**config.mk**
```make
export PLATFORM = sky130hd
export DESIGN_NAME = tlen_fifo
export DESIGN_NICKNAME = d
export VERILOG_FILES = /design/src/design/tlen_pkg.sv /design/src/design/tlen_fifo.sv
export VERILOG_INCLUDE_DIRS = /design/src /design/src/design
export SDC_FILE = /design/constraint.sdc
export NUM_CORES = 1
export LEC_CHECK = 0
export ABC_CLOCK_PERIOD_IN_PS = 3190
export BUFFER_PORTS_ARGS = -buffer_cell sky130_fd_sc_hd__buf_2
export CAP_MARGIN = 20
export CORE_MARGIN = 2
export CORE_UTILIZATION = 59
export CTS_BUF_LIST = sky130_fd_sc_hd__clkbuf_4
export CTS_CLUSTER_SIZE = 16
export DETAILED_ROUTE_END_ITERATION = 7
export PLACE_DENSITY = 0.83
export SYNTH_ARGS = -nofsm -noshare
export SYNTH_HDL_FRONTEND = slang
export SYNTH_SLANG_ARGS = --single-unit
```
**constraint.sdc**
```tcl
create_clock -name clk -period 3.19 [get_ports clk]
set_clock_uncertainty 0.2 [all_clocks]
set_input_delay 0.4785 -clock clk [delete_from_list [all_inputs] [get_ports clk]]
set_output_delay 0.4785 -clock clk [all_outputs]
set_load 0.01 [all_outputs]
```
**src/design/tour_length_euclidean_assert.svh**
```systemverilog
// Assertion macros shared by the tour length block.
// Each macro expects signals named clk and rst_n in the module that uses it.
`ifndef TOUR_LENGTH_EUCLIDEAN_ASSERT_SVH
`define TOUR_LENGTH_EUCLIDEAN_ASSERT_SVH

// Consequent must hold in the same cycle as the antecedent.
`define TLE_IMPLY(lbl, ante, cons, msg) \
  lbl: assert property (@(posedge clk) disable iff (!rst_n) (ante) |-> (cons)) else $error(msg);

// Consequent must hold in the cycle after the antecedent.
`define TLE_NEXT(lbl, ante, cons, msg) \
  lbl: assert property (@(posedge clk) disable iff (!rst_n) (ante) |=> (cons)) else $error(msg);

`endif

```
**src/design/tlen_pkg.sv**
```systemverilog
// Shared types, widths and codes for the tour length block.
// No dependencies; every module except tlen_sqrt imports this package.
package tlen_pkg;

  localparam int IDX_W          = 10;
  localparam int COORD_W        = 16;
  localparam int COST_W         = 27;
  localparam int MAX_CITIES_DEF = 1024;
  localparam int COORD_BITS_DEF = 16;
  localparam int QUEUE_DEPTH    = 4;

  localparam logic OP_LOAD = 1'b0;
  localparam logic OP_TOUR = 1'b1;

  typedef logic [IDX_W-1:0]   city_t;
  typedef logic [COORD_W-1:0] coord_t;
  typedef logic [COST_W-1:0]  cost_t;

  // One classified word as it waits in the queue.
  typedef struct packed {
    logic   op;
    logic   in_range;
    logic   last;
    city_t  idx;
    coord_t x;
    coord_t y;
  } item_t;

  function automatic logic city_in_table(city_t c, int max_cities);
    return int'(c) < max_cities;
  endfunction

endpackage

```
**src/design/tlen_fifo.sv**
```systemverilog
// Short word queue between the front end and the leg engine.
// Depends on tlen_pkg and the assertion macro header.
`include "tour_length_euclidean_assert.svh"

module tlen_fifo (
  input  logic            clk,
  input  logic            rst_n,
  input  logic            push,
  input  tlen_pkg::item_t push_item,
  input  logic            pop,
  output tlen_pkg::item_t head,
  output logic            full,
  output logic            empty
);
  import tlen_pkg::*;

  localparam int DEPTH = QUEUE_DEPTH;
  localparam int PW    = $clog2(DEPTH);
  localparam int CNT_W = PW + 1;

  item_t            slot_r [DEPTH];
  logic [PW-1:0]    wr_ptr_r, wr_ptr_nxt;
  logic [PW-1:0]    rd_ptr_r, rd_ptr_nxt;
  logic [CNT_W-1:0] cnt_r, cnt_nxt;

  assign head  = slot_r[rd_ptr_r];
  assign full  = (cnt_r == CNT_W'(DEPTH));
  assign empty = (cnt_r == '0);

  always_comb begin
    wr_ptr_nxt = push ? wr_ptr_r + 1'b1 : wr_ptr_r;
    rd_ptr_nxt = pop ? rd_ptr_r + 1'b1 : rd_ptr_r;
    cnt_nxt    = cnt_r;
    if (push && !pop) begin
      cnt_nxt = cnt_r + 1'b1;
    end else if (pop && !push) begin
      cnt_nxt = cnt_r - 1'b1;
    end
  end

  always_ff @(posedge clk) begin
    if (!rst_n) begin
      wr_ptr_r <= '0;
      rd_ptr_r <= '0;
      cnt_r    <= '0;
    end else begin
      wr_ptr_r <= wr_ptr_nxt;
      rd_ptr_r <= rd_ptr_nxt;
      cnt_r    <= cnt_nxt;
    end
  end

  always_ff @(posedge clk) begin
    if (push) begin
      slot_r[wr_ptr_r] <= push_item;
    end
  end

  `TLE_IMPLY(a_fifo_bound, 1'b1, cnt_r <= CNT_W'(DEPTH), "queue fill count beyond depth")
  `TLE_NEXT(a_fifo_drain, pop && !push, cnt_r == $past(cnt_r) - 1'b1, "pop did not drain queue")

endmodule

```
# --- After elaboration in Yosys (flattened, before gate mapping) ---
# Memory sizes are Yosys's and may differ from the RTL's. A register that Yosys moved wholly into a read port is not among the register bits.
# Cells that the tools add are included.
totals:
  reg_bits: 7
  mem_bits_rw: 180
  inputBits: 49
  mem_count: 1
classes:
  add_sub_neg: 4
  n_eq_ne: 1
  mux: 6
  n_reduce_logical: 6
memory_table:
  columns: ["memory", "words", "width", "rd", "rd_clocked_by_memory_dff", "wr", "line", "rtl"]
  rows:
  - ["slot_r", 4, 45, 1, 1, 1, "tlen_fifo.sv:21", "item_t slot_r [DEPTH];"]
ops:
  columns: ["cell", "count"]
  rows:
  - ["$mux 3", 2]
  - ["$add 2x1->2 const B", 2]
  - ["$mux 2", 2]
  - ["$add 3x1->3 const B", 1]
  - ["$eq 3x3->1 const B", 1]
  - ["$logic_not 3->1", 1]
  - ["$sub 3x1->3 const B", 1]
  - ["$logic_and 1x1->1", 2]
  - ["$logic_not 1->1", 2]
  - ["$mux 1", 2]
  - ["$reduce_bool 2->1", 1]

# --- Longest topological paths before layout ---
# Gate-level depths: netlist (run 1).
logic_depth:
  depth_word: 4
  depth_mapped: 7

# --- Worst setup path before layout (run 1) ---
# OpenSTA, ideal clock, no wires.
synth_path:
  path_kind: "register to register"
  start: "register wr_ptr_r[0]"
  end: "memory slot_r[2][0] (netlist bit), enable pin"
  arrival_time_ns: 1.621
  setup_slack_ns: 0.962
  stages_incl_launch_ff: 4
  n_path_buf: 0
  period_less_slack_ns: 2.228
  cell_sequence: "dfxtp_1 inv_1 ha_1 and2_1"
synth_rtl:
  columns: ["element", "line", "rtl"]
  rows:
  - ["start: declaration", "tlen_fifo.sv:22", "logic [PW-1:0] wr_ptr_r, wr_ptr_nxt;"]
  - ["start signal: assignment", "tlen_fifo.sv:47", "wr_ptr_r <= wr_ptr_nxt;"]
  - ["end: declaration", "tlen_fifo.sv:21", null]
# Straight into the memory's write port.

==> results.yml, run 1 <==
worst_setup_path:
  arrival_ps: 2130
  critPathCaptureType: "output port"
  cp_max_fo: 13
  crit_required_ps: 2510
  cp-start-kind: "flip-flop"
  crit_type: "reg -> out"
  r2r-start: "wr_ptr_r[0]$_SDFFE_PN0P_"
power:
  switching_share: 0.2245
  clockPowerShare: 0.238
  powerDensity_mw_per_mm2: 542.4
  intPower_mw: 3.516
  irDropWorstVdd_mv: 0.3402
  p_comb_frac: 0.123
  power_leakage_nw: 2.882
  power.switching_mw: 1.018
  p_seq_frac: 0.639
final_layout:
  drive_gt1_frac: 0.3915
  nets: 490
  post-route-util: 0.7258
  area_delta_synth_final_pct: 19.41
  nFillCells: 699
  seq_area_mm2: 0.005590
  multiInputGateArea_mm2: 0.001287
  antennaDiodeCount: 0
synthesis:
  ys_seq_area_frac: 0.7980
  yosys-top-cells-area: "edfxtp_1 77%, mux4_2 13%, dfxtp_1 2.6%, mux4_1 1.9%, buf_12 1.1%"
  netlist_top_cells_count: "180 x edfxtp_1, 40 x mux4_2, 9 x and2_1, 9 x dfxtp_1"
  synth-edff-count: 180
  synth_nets: 333
  synth-seq-cells: 189
  yosysMostFrequentCell: "edfxtp_1"
  syn_avg_cell_area_um2: 25.18
  ys.warnings.count: 0
  async_reset_ff_frac: 0
  ys.flop_type: "edfxtp_1"
  synth_area_mm2: 0.006999
  synth_top_area_share: 0.7723
  yosysUniqueCellTypes: 22
  yosysTopAreaCell: "edfxtp_1"
  synthCells: 278
sta:
  period_minus_slack_ps: 2810
  worst_pin_slew_ps: 730.8
  fmax_mhz: 355.9
  setup_viol_count_final: 0
  max-slew-margin-rel: 0.5128
  finalHoldViolations: 0
  fin_ws_ps: 379.9
  fin_crit_sh: 0.8809
  rsz0062_at_grt: "false"
  fin_tns_setup_ps: 0
  drv_slew: 0
run_status:
  status: "finished with violations"
  violations: "design-rule violations"
cts:
  cts_buffers: 17
  clk_latency_ps: 540
  clockBufferDepth: 2
  htreeDepth: 4
  clk_pin_slew_ps: 130
  cts.repair.resized: 0
  clock_sinks: 189
  cts-root-buf: "clkbuf_4"
  cts_tree: "built"
detailed_routing:
  viasPerCell: 5.544
  drc: 8
  drt-total-wl_mm: 11.66
  vias: 3271
  drt_iter0_markers: 188
  wl_per_cell_um: 19.76
  ant_nets: 0
  firstDrtPassIters: 7
floorplan:
  start_util: 0.6078
  die_width_um: 112.9
  die_h_um: 112.9
  dieArea_mm2: 0.01275
  core_mm2: 0.01152
  io_pins: 96
  row_count: 39
global_route:
  grtUsageTotal: 0.1923
  grt_pass1_wl_mm: 18.13
  antenna_found_initial: 0
  overflow: 0
  grt_pass1_vias: 3530
  grt_max_degree: 27
placement:
  placement.io_buffers: 95
  gp_congestion: 0.6904
  dp_slack_ps: 929.4
  hpwl_mm: 7.150
job:
  drv_cap: 0
min_path:
  worstHoldStart: "pop"
  hp-class: "in -> reg"
==> power groups by stage <==
stage	Combinational, mW	Sequential, mW	Clock, mW
floorplan	0.341	2.93	0
global placement	0.510	2.95	0
detailed placement	0.525	2.96	0
CTS	0.571	2.90	1.10
global route	0.606	2.91	1.20
finish	0.558	2.90	1.08
==> path summary, 6_finish.rpt <==
path	slack (ps)	end	cells past startpoint
worst min-delay path	90	flip-flop	3
worst min register to register	340	cnt_r[2]$_SDFFE_PN0P_	2
worst max register to register	1210	slot_r[3][33]$_DFFE_PP_	3
worst max-delay path	380	head[42]	3
==> flip-flops by register name (all words and copies together), names as in the netlist, named ones only <==
name      count
cnt_r         3
rd_ptr_r      2
slot_r      180
wr_ptr_r      2
==> through the flow <==
stage	instance area, um^2	total power, mW	cells	hold slack, ps
after floorplan	6999	3.268	278	272.4
after global placement	7675	3.456	513	287.3
after detailed placement	7675	3.481	513	322.6
after CTS	8358	4.572	590	50.19
after global routing	8358	4.719	590	67.37
final	8358	4.533	590	89.13
==> worst max-delay path, cell delays in order, from the launching register on <==
cell,delay [ps]
dfxtp_4,530
buf_4,300
mux4_1,590
buf_2,160
==> cell families after synthesis <==
| kind of cell | Yosys count | synth area share |
|---|---|---|
| simple gates | 15 | 0.01305 |
| flops | 189 | 0.7980 |
| xor+xnor | 5 | 0.006258 |
| fa+ha+maj | 6 | 0.01180 |
| compound gates | 2 | 0.001787 |
| buf+inv | 14 | 0.01877 |
| mux | 47 | 0.1503 |
==> final cells by class <==
class | count | share of cell area
inverters | 4 | 0.001796
repair buffers | 148 | 0.1272
well taps | 143 | 0.02141
flip-flops and latches | 189 | 0.6689
clock buffers | 19 | 0.01707
multi-input cells | 75 | 0.1540
clock inverters | 12 | 0.009581
==> what timing repair did <==
item,4_1_cts,5_1_grt
hold buffers,46,0
endpoints found under the hold margin,189,0
buffers inserted,0,0
==> layout by cell type, fill, tap and decap left out, types with 2 or more instances in the layout <==
cell type      count
and2_1             5
and2_2             4
buf_12             6
buf_2             95
clkbuf_4          19
clkinv_1           4
clkinv_2           7
dfxtp_1            7
dlygate4sd3_1     46
edfxtp_1         180
ha_1               5
inv_1              4
mux2i_1            2
mux4_1             5
mux4_2            40
nor2b_1            2
xnor2_1            2
xor2_1             3
==> layer usage <==
metal,track usage,up-vias,wire length (um)
li1,-,1483,-
met1,0.2490,1681,4780
met2,0.3197,90,6134
met3,0.05035,17,547
met4,0.07398,0,198
met5,0,-,0
(Power assumes the default switching activity.)
==> run 2: changes to the inputs <==
Settings changed: GPL_TIMING_DRIVEN from default to 0.
==> run 2 against run 1 <==
The flow still finishes with violations (design-rule violations). Die area unchanged. Sequential power about the same. Via count up 2.2%. Clock-buffer cell count shrank 1. Clock power up 25%. Wire length up 2.4%. Hold slack worse by 1.9 ps. Utilization grew 1.3 points. Power grew 6.6%. Register-to-register slack improved by 60 ps. Final area rose by 1.9%. Largest cell class unchanged. Highest routed layer unchanged.
==> results.yml, run 2 (same netlist as run 1, synthesis figures left out) <==
cts:
  cts-root-buf: "clkbuf_4"
  clk_latency_ps: 560
  clock_sinks: 189
  htreeDepth: 4
  cts_tree: "built"
  cts_buffers: 17
  clockBufferDepth: 2
  clk_pin_slew_ps: 130
sta:
  setup_viol_count_final: 0
  hold_ws_ps: 87.22
  rsz0062_at_grt: "false"
  finalHoldViolations: 0
  fmax_mhz: 379.8
  worst_pin_slew_ps: 534.6
  drv_slew: 0
  period_minus_slack_ps: 2633
  fin_tns_setup_ps: 0
  max-slew-margin-rel: 0.6436
  fin_crit_sh: 0.8253
power:
  p_comb_frac: 0.124
  clockPowerShare: 0.280
  intPower_mw: 3.767
  power_leakage_nw: 2.938
  power_mw: 4.833
  irDropWorstVdd_mv: 0.3259
  power.switching_mw: 1.066
  p_seq_frac: 0.595
  powerDensity_mw_per_mm2: 567.7
  switching_share: 0.2206
worst_setup_path:
  cpMostUsedCell: "buf_2"
  crit_required_ps: 2510
  critPathMaxStageDelay_ps: 360
  crit_type: "reg -> out"
  rrSetupSlack_ps: 1270
  arrival_ps: 1950
  worstPathCellList: "clkbuf_2, buf_2, mux4_2, buf_2"
  r2r-start: "wr_ptr_r[0]$_SDFFE_PN0P_"
  critPathCaptureType: "output port"
  cp_max_fo: 10
  crit_slowest_cell: "mux4_2"
  cp-start-kind: "flip-flop"
  reg2reg_depth: 4
  rr_endpoint: "slot_r[0][2]$_DFFE_PP_"
detailed_routing:
  drc: 16
  viasPerCell: 5.583
  wl_per_cell_um: 19.93
  firstDrtPassIters: 7
  drt_iter0_markers: 330
  ant_nets: 0
  drt-total-wl_mm: 11.94
  vias: 3344
final_layout:
  area_delta_synth_final_pct: 21.63
  nets: 497
  instances_no_fill: 599
  top_register: "slot_r"
  layout_common_cells: "180 x edfxtp_1, 99 x buf_2, 46 x dlygate4sd3_1, 40 x mux4_2, 18 x clkbuf_4"
  largest_reg_flops: 180
  largest_registers: "slot_r (180), cnt_r (3)"
  drive_gt1_frac: 0.3956
  final_common_cell: "edfxtp_1"
run_status:
  status: "finished with violations"
  violations: "design-rule violations"
global_route:
  grtUsageTotal: 0.1975
  antenna_found_initial: 0
  grt_pass1_vias: 3546
  grt_pass1_wl_mm: 18.34
  overflow: 0
  grt_max_degree: 30
floorplan:
  dieArea_mm2: 0.01275
  io_pins: 96
  die_width_um: 112.9
  start_util: 0.6078
  row_count: 39
  die_h_um: 112.9
  core_mm2: 0.01152
min_path:
  whs_path_depth: 3
  hp-class: "in -> reg"
  worstHoldStart: "pop"
placement:
  hpwl_mm: 7.209
  placed_cells: 520
  gp_congestion: 0.7000
  placement.io_buffers: 95
job:
  drv_cap: 0
==> run 2: cell count changes in the layout (fill, tap and decap cells not counted), moves of 2 or more <==
cell	previous run	this run
dfxtp_1	7	9
clkinv_2	7	0
clkinvlp_4	0	5
bufinv_16	1	4
buf_12	6	8
buf_2	95	99
==> run 2: cell type report <==
| type | count | area (um^2) |
|---|---|---|
| Antenna cell | 1 | 2.502 |
| Clock inverter | 14 | 176.4 |
| Sequential cell | 189 | 5585 |
| Multi-Input combinational cell | 75 | 1287 |
| Buffer | 10 | 116.4 |
| Clock buffer | 18 | 135.1 |
| Tap cell | 143 | 178.9 |
| Timing Repair Buffer | 145 | 1016 |
| Fill cell | 682 | 3003 |
| Inverter | 4 | 15.01 |
==> run 2: worst max-delay path, delay by kind of cell (launching register included) <==
family                 cells  cell delay, ps
muxes                      1             360
DFF                        1             330
buffers and inverters      3             700
==> run 2: power groups by stage <==
stage               clock (mW)  sequential, mW  combinational, mW
floorplan                    0            2.93              0.341
global placement             0            2.93              0.531
detailed placement           0            2.93              0.564
CTS                       1.38            2.88              0.610
global route              1.48            2.89              0.647
finish                    1.35            2.88              0.601
==> run 2: repair_timing <==
| item | in CTS | in global routing |
|---|---|---|
| hold buffers | 46 | 0 |
| resized for setup | 0 | 0 |
| buffers inserted | 0 | 0 |
| hold endpoints to repair | 186 | 0 |
==> run 2: metal layers <==
metal  track usage  wire length (um)  vias up
li1              -                 -     1507
met1        0.2534              5019     1731
met2        0.3261              6176       85
met3       0.04821               488       21
met4       0.08943               252        0
met5             0                 0        -
==> run 2: metrics by stage <==
stage / cell area [um^2] / setup WS, ps / utilization
floorplan: 6999 / 962.2 / -
global placement: 7654 / 63.24 / 0.6646
detailed placement: 7739 / 979.5 / 0.6720
CTS: 8511 / 495.0 / 0.7390
global route: 8511 / 410.4 / 0.7390
finish: 8513 / 557.2 / 0.7392
==> run 2: worst max-delay path by stage <==
stage                                   from  slack [ps]                 endpoint
CTS                                flip-flop         500                 head[38]
detailed placement                      push         980    cnt_r[2]$_SDFFE_PN0P_
finish                             flip-flop         560                  head[7]
global route                       flip-flop         410                 head[10]
global placement                        push          60  slot_r[1][19]$_DFFE_PP_
floorplan           wr_ptr_r[0]$_SDFFE_PN0P_         960   slot_r[2][0]$_DFFE_PP_
